File: src/rtl/brb_pkg.sv
// shared constants and types for the byte ring buffer
`timescale 1ns / 1ps
package brb_pkg;

  localparam int STORE_DEPTH = 2048;
  localparam int MAX_BURST   = 64;

  localparam int IDX_W = $clog2(STORE_DEPTH);
  localparam int PTR_W = IDX_W + 1;
  localparam int CNT_W = $clog2(MAX_BURST + 1);

  // fixed widths of the request and result fields
  localparam int KIND_W   = 2;
  localparam int BYTE_W   = 8;
  localparam int RCOUNT_W = 7;
  localparam int OFFSET_W = 11;
  localparam int AMOUNT_W = 12;
  localparam int LEVEL_W  = 12;

  // compare width that holds the pointer span and every request field
  localparam int CMP_W = (PTR_W > AMOUNT_W) ? PTR_W : AMOUNT_W;

  typedef enum logic [KIND_W-1:0] {
    KIND_PUSH    = 2'd0,
    KIND_READ    = 2'd1,
    KIND_PEEK    = 2'd2,
    KIND_CONSUME = 2'd3
  } brb_kind_e;

  typedef struct packed {
    logic      start;
    brb_kind_e kind;
    logic      deliver;
    logic      fetch_next;
  } brb_cmd_t;

  typedef struct packed {
    logic out_free;
    logic peek_ok;
    logic burst_nz;
    logic last_byte;
  } brb_sts_t;

endpackage

File: src/rtl/brb_ctrl.sv
// request sequencer for the byte ring buffer
`timescale 1ns / 1ps
module brb_ctrl import brb_pkg::*; (
  input  logic      clk_i,
  input  logic      rst_ni,
  input  logic      in_valid_i,
  output logic      in_stall_o,
  input  brb_kind_e kind_i,
  input  brb_sts_t  sts_i,
  output brb_cmd_t  cmd_o
);

  typedef enum logic {
    S_IDLE,
    S_DATA
  } state_e;

  state_e state_q;
  state_e state_d;

  always_comb begin
    in_stall_o        = !((state_q == S_IDLE) && sts_i.out_free);
    cmd_o.start       = 1'b0;
    cmd_o.kind        = kind_i;
    cmd_o.deliver     = 1'b0;
    cmd_o.fetch_next  = 1'b0;
    state_d           = state_q;
    case (state_q)
      S_IDLE: begin
        if (in_valid_i && !in_stall_o) begin
          cmd_o.start = 1'b1;
          if (((kind_i == KIND_READ) && sts_i.burst_nz) ||
              ((kind_i == KIND_PEEK) && sts_i.peek_ok)) begin
            state_d = S_DATA;
          end
        end
      end
      S_DATA: begin
        if (sts_i.out_free) begin
          cmd_o.deliver = 1'b1;
          if (sts_i.last_byte) begin
            state_d = S_IDLE;
          end else begin
            cmd_o.fetch_next = 1'b1;
          end
        end
      end
      default: begin
        state_d = S_IDLE;
      end
    endcase
  end

  always_ff @(posedge clk_i or negedge rst_ni) begin
    if (!rst_ni) begin
      state_q <= S_IDLE;
    end else begin
      state_q <= state_d;
    end
  end

  assert property (@(posedge clk_i) disable iff (!rst_ni)
    (state_q == S_DATA) |-> in_stall_o)
    else $error("request taken while a read is in progress");

  assert property (@(posedge clk_i) disable iff (!rst_ni)
    (cmd_o.deliver && sts_i.last_byte) |=> (state_q == S_IDLE))
    else $error("sequencer did not return to idle after final byte");

endmodule

File: config.mk
export PLATFORM = sky130hd
export DESIGN_NAME = brb_ctrl
export DESIGN_NICKNAME = d
export VERILOG_FILES = /design/src/rtl/brb_pkg.sv /design/src/rtl/brb_ctrl.sv
export SDC_FILE = /design/constraint.sdc
export NUM_CORES = 1
export LEC_CHECK = 0
export BUFFER_PORTS_ARGS = -buffer_cell sky130_fd_sc_hd__clkbuf_2
export CAP_MARGIN = 30
export CORE_AREA = 2 2 39 41
export CTS_CLUSTER_SIZE = 8
export DETAILED_ROUTE_END_ITERATION = 12
export DIE_AREA = 0 0 41 43
export GPL_ROUTABILITY_DRIVEN = 0
export SLEW_MARGIN = 20
export SYNTH_ARGS = -nofsm -noshare
export SYNTH_HDL_FRONTEND = slang
export SYNTH_SLANG_ARGS = --single-unit
File: constraint.sdc
create_clock -name clk_i -period 1 [get_ports clk_i]
set_clock_uncertainty 0.05 [all_clocks]
set_input_delay 0.1 -clock clk_i [delete_from_list [all_inputs] [get_ports clk_i]]
set_output_delay 0.1 -clock clk_i [all_outputs]
set_load 0.1 [all_outputs]
**After elaboration in Yosys (flattened, before gate mapping)**

Cells that the tools add are included.

- Register bits: 1
- Bits in latches: 0
- RAM bits: 0
- Bits in read-only memories: 0
- Input port bits: 9
- Output and inout port bits: 6
- Word-level logic and storage cells: 19
- Memories: 0

- Add/sub/neg operators: 0
- Multipliers: 0
- Div/mod/pow operators: 0
- Order comparisons: 0
- Equal/unequal tests: 2
- Shift operators: 0
- Mux-type cells: 9
- Bitwise operators: 1
- Reductions and logical operators: 6

Operators by type and width:

| kind | count |
|---|---|
| $mux W1 | 6 |
| $logic_and A1 B1 Y1 | 4 |
| $mux W2 | 2 |
| $eq A2 B1 Y1 const B | 1 |
| $eq A2 B2 Y1 const B | 1 |
| $pmux W1 S2 | 1 |
| $logic_not A1 Y1 | 1 |
| $logic_or A1 B1 Y1 | 1 |
| $not A1 Y1 | 1 |

**Logic depth before layout (Yosys ltp)**

Gate-level depths: netlist of the first run.

- Depth in word-level cells: 6
- Mapped depth: 3
- Gate-level depth less buffers: 3

**Least setup slack after synthesis of the first run**

Ideal clock, no wire load.

- Kind: flip-flop to output port
- Start point: register state_q
- End point: output port cmd_o[0] in the netlist's numbering
- Arrival: 2242 ps
- Required time: 850 ps
- Setup slack: -1392 ps
- Cell stages (with the launch flop): 3
- Buffers on the path: 0
- Path through: dfrtp_1 and2_2 nor2b_1

RTL lines:

| what | RTL line | text |
|---|---|---|
| from (decl) | brb_ctrl.sv:18 | `state_e state_q;` |
| from (signal assigned) | brb_ctrl.sv:58 | `state_q <= state_d;` |
| to (decl) | brb_ctrl.sv:10 | `output brb_cmd_t cmd_o` |

==> metrics.txt, run 1 <==
status=finished clean; maximum clock rate=1020 MHz; global-route wire length before repair=434 um; Distinct cells, synth=11; Final Total Pwr=0.000301 W; minimum clock period after layout=0.983 ns; Synth Cell Area=111 um2; worst-margin pin slew=0.212 ns; DRT antenna net count=0; Worst EP required=0.85 ns; Die H=43 um; leading area contributor after synthesis=dfrtp_1; # DRC=0; Syn Area/Cell=8.57 um2; Initial Util=0.0805; Max-slew headroom=0.857; Post-Syn Instances=13; Final Slew Violations=0; critical path class=reg2out; final net count=38; Die Area=1760 um2; power per cell area=993 nW/um2; max cap viols=0; final setup fails=0; WHS=0.381 ns; clk slew on worst S/H paths=0 ns; largest reg by FF count=state_q; sequential area share after synthesis=0.225; startpoint types=flip-flop; path depth of the worst reg2reg path=3; wire per inst=7.40 um; RSZ-0062 raised after global routing=true; maximum vdd ir drop=0.324 mV; initial antenna violation count=0; largest net degree at the start of global routing=4; post-synth top area share=0.225; port bufs=14; Top Registers=state_q x1; Area contributors post-synth=dfrtp_1 22%, buf_4 13%, nand2b_4 12%, nor2_4 10%, a22o_1 7.9%; max reg flops=1; Worst Path Max Fanout=3; WL final=318 um; vias per cell=3.21; Worst-Skew Late Latency=0 ns; first-pass iteration count of the detailed router=1; core area=1380 um2; DR vias=138; final hold vios=0; YS warnings=0; final period utilization=0.983; drt initial violations=0; chip width=41 um; share of cells above drive strength 1=0.704; # diodes=0; #FFs+latches synth=1; Ports=15; Crit. End Element=output port; WP data arrival=0.83 ns; syn_nets=22; worst hold path type=in2async; Overall Global Routing Usage=0.0340; num rows=14; Area Growth Syn to Fin=172%; vias in the first global route=124; total leakage power=0.142 nW; grt total ovfl=0
stage by stage:
| step | cells | util | area, um2 | setup WS (ns) | setup TNS (ns) |
|---|---|---|---|---|---|
| 2_1_floorplan | 13 | - | 120 | -0.568 | -1.36 |
| 3_3_place_gp | 41 | 0.206 | 285 | 0.0168 | 0 |
| 3_5_place_dp | 41 | 0.206 | 285 | 0.00272 | 0 |
| 4_1_cts | 43 | 0.219 | 303 | 0.0129 | 0 |
| 5_1_grt | 43 | 0.219 | 303 | -0.0165 | -0.0320 |
| 6_report | 43 | 0.219 | 303 | 0.0167 | 0 |
report_power, final:
group          switching, W  total [W]  internal, W  leakage (nW)
Sequential       0.00000329  0.0000493    0.0000460        0.0133
Combinational      0.000154   0.000251    0.0000978         0.129
Clock                     0          0            0             0
cell usage in the layout, fill, tap and decap left out:
cell and n:
clkbuf_2 8, buf_12 6, nand2_1 2, nand2b_4 1, nand3b_1 1, o21ai_0 1, inv_1 1, nor2_4 1
a22o_1 1, and2_4 1, nor2b_4 1, dlygate4sd3_1 1, buf_4 1, dfrtp_1 1
cells by family (layout without fill, tap and decap cells):
kind of cell,count (synthesis),in the layout,synth area share
buffers and inverters,3,17,0.168
AOI/OAI and AO/OA,2,2,0.124
and+or+nand+nor,7,7,0.483
DFF,1,1,0.225
layer usage:
layer / routed length [um] / track usage / up-vias
met5: 0 / 0 / -
met4: 0 / 0 / 0
met3: 48 / 0.00524 / 0
met2: 156 / 0.0531 / 13
met1: 113 / 0.0510 / 57
li1: - / - / 68
worst max-delay path, cell delays in order, from the launching register on:
cell,delay (ns)
dfrtp_1,0.37
nand2b_4,0.17
nor2_4,0.11
buf_12,0.18
cell type report:
| class | count | area (um2) |
|---|---|---|
| fillers | 147 | 1080 |
| inverters | 1 | 3.75 |
| multi-input cells | 9 | 76.3 |
| flip-flops and latches | 1 | 25.0 |
| well taps | 16 | 20.0 |
| repair buffers | 16 | 178 |
synth_stat cells:
library cell	count
a22o_1	1
and2_2	1
buf_4	2
dfrtp_1	1
inv_1	1
nand2_1	2
nand2b_4	1
nand3b_1	1
nor2_4	1
nor2b_1	1
o21ai_0	1
path summary, 6_finish.rpt:
path	startpoint	to	slack, ns
setup / recovery	state_q	cmd_o[4]	0.02
hold / removal	rst_ni	state_q	0.38
setup reg to reg	state_q	state_q	0.05
hold reg to reg	state_q	state_q	0.47
max in group asynchronous	rst_ni	state_q	0.43
min in group clk_i	sts_i[0]	state_q	0.38
what timing repair did:
item | CTS | global route
resized for setup | 0 | 0
hold buffers | 1 | 0
hold endpoints to repair | 1 | 0
setup buffers | 1 | 0
pin swaps | 0 | 0
setup endpoints to repair | 1 | 2
Power figures use the tool's default switching activity.
==> run 2: changes to the inputs <==
--- a/config.mk
+++ b/config.mk
@@ -12,6 +12,7 @@
 export DETAILED_ROUTE_END_ITERATION = 12
 export DIE_AREA = 0 0 41 43
 export GPL_ROUTABILITY_DRIVEN = 0
+export PLACE_DENSITY = 0.31
 export SLEW_MARGIN = 20
 export SYNTH_ARGS = -nofsm -noshare
 export SYNTH_HDL_FRONTEND = slang
==> run 2 against run 1 <==
Sequential power up 0.8%; final area up 5.0%; combinational power up 6%; global-route usage up 1.0 points; wire length up 18%; power up 4.9%; die area unchanged; register-to-register slack about the same; critical endpoint unchanged; first-iteration DRC count up 2; largest cell class unchanged.
==> metrics.txt, run 2 (same netlist as run 1, synthesis figures left out) <==
global-route wire length before repair=565 um (+30%); WL final=375 um (+18%); Final Slew Violations=0 (unchanged); max reg flops=1 (unchanged); status=finished clean; grt total ovfl=0 (unchanged); final setup fails=0 (unchanged); P_sw=0.000161 W (+2.5%); Top Registers=state_q x1; RSZ-0062 raised after global routing=true; Register Area=25.0 um2 (unchanged); chip width=41 um (unchanged); first-pass iteration count of the detailed router=4 (+3); commonest non-fill, non-tap cells in the layout=8 x clkbuf_2, 6 x buf_12, 3 x buf_4, 2 x nand2_1; vias in the first global route=134 (+8.1%); pre-CTS setup slack=-0.00432 ns (-0.00705 ns); Max-slew headroom=0.881 (+0.0243); Worst-Skew Late Latency=0 ns (unchanged); DRT antenna net count=0 (unchanged); startpoint types=flip-flop; Worst Path Max Fanout=3 (unchanged); vias per cell=3.18 (-0.98%); CP max-delay cell=dfrtp_1; total leakage power=0.152 nW (+6.9%); clk slew on worst S/H paths=0 ns (unchanged); filler instances=148 (+0.68%); # DRC=0 (unchanged); Setup WS post-layout=0.00534 ns (-0.0114 ns); largest net degree at the start of global routing=4 (unchanged); maximum clock rate=1010 MHz (-1.1%); max cap viols=0 (unchanged); Combinational Power Share=0.843 (+0.007); largest reg by FF count=state_q; Pint=0.000155 W (+7.6%); critical path class=reg2out; sequential share of power=0.157 (-0.007); Area Growth Syn to Fin=185%; final net count=40 (+5.3%); Worst EP required=0.85 ns (about the same); num rows=14 (unchanged); initial antenna violation count=0 (unchanged); drt initial violations=2 (+2); worst-margin pin slew=0.176 ns (-0.0360 ns); DR vias=143 (+3.6%); Crit. End Element=output port; port bufs=14 (unchanged); share of cells above drive strength 1=0.724 (+0.0204); Die Area=1760 um2 (unchanged); Die H=43 um (unchanged); Overall Global Routing Usage=0.0440 (+0.0100); CP max stage delay=0.37 ns (about the same); minimum clock period after layout=0.995 ns (+0.0114 ns); Buf/Inv on CP=1 (unchanged); most common cell after layout, fill and taps aside=clkbuf_2; Ports=15 (unchanged); Clk pwr share=0 (unchanged); final hold vios=0 (unchanged); core area=1380 um2 (unchanged); Final Total Pwr=0.000316 W (+4.9%); path depth of the worst reg2reg path=3 (unchanged); area of the multi-input gates=76.3 um2 (unchanged); Post-CTS Resized=0 (unchanged); sw frac=0.510 (-0.0121); Worst path top cell family by delay=flip-flops; CP Depth=3 (unchanged); WP data arrival=0.84 ns (about the same); cells along the critical path=nand2b_4 > nor2_4 > buf_12; maximum vdd ir drop=0.244 mV (-24%); wire per inst=8.33 um (+13%); # diodes=0 (unchanged); Initial Util=0.0805 (unchanged); worst hold path type=in2async; final period utilization=0.995 (+0.0114); power per cell area=993 nW/um2 (about the same)
## run 2: area by class of cell
type | instances | area share
repair buffers | 18 | 0.606
inverters | 1 | 0.0118
flip-flops and latches | 1 | 0.0787
well taps | 16 | 0.0630
multi-input cells | 9 | 0.240
## run 2: worst register-to-register path: stages (launching register included)
cell and delay (ns):
dfrtp_1 0.35, nand2b_4 0.15, nor2_4 0.05, a22o_1 0.22
## run 2: path summary, 6_finish.rpt
kind | startpoint | to | slack, ns
worst max-delay path | state_q | cmd_o[4] | 0.005
worst min-delay path | rst_ni | state_q | 0.37
worst max register to register | state_q | state_q | 0.06
worst min register to register | state_q | state_q | 0.57
max in group asynchronous | rst_ni | state_q | 0.44
min in group clk_i | sts_i[3] | state_q | 0.39
## run 2: timing repair
item                                   CTS  global route
setup buffers                            1             2
endpoints found under the hold margin    1             0
hold buffers                             1             0
setup endpoints to repair                1             2
cloned                                   0             0
pin swaps                                1             2
## run 2: stage by stage
stage                util  setup TNS (ns)  hold slack [ns]  std cells  area (um2)
detailed placement  0.206        -0.00432           -0.166         41         285
global placement    0.206               0           -0.170         41         285
CTS                 0.219               0            0.370         43         303
floorplan               -           -1.36           -0.246         13         120
global route        0.230         -0.0347            0.411         45         318
finish              0.230               0            0.368         45         318
## run 2: per-layer routing
layer,track usage,vias up,part of all wire
li1,-,74,-
met1,0.0828,54,0.52
met2,0.0531,15,0.31
met3,0.00524,0,0.17
met4,0,0,0
met5,0,-,0
## run 2: power groups by stage
stage	Clock, W	Sequential [W]	Combinational, W
5_1_grt	0	0.0000502	0.000277
6_report	0	0.0000497	0.000266
2_1_floorplan	0	0.0000488	0.000157
3_5_place_dp	0	0.0000496	0.000248
4_1_cts	0	0.0000498	0.000255
3_3_place_gp	0	0.0000491	0.000246
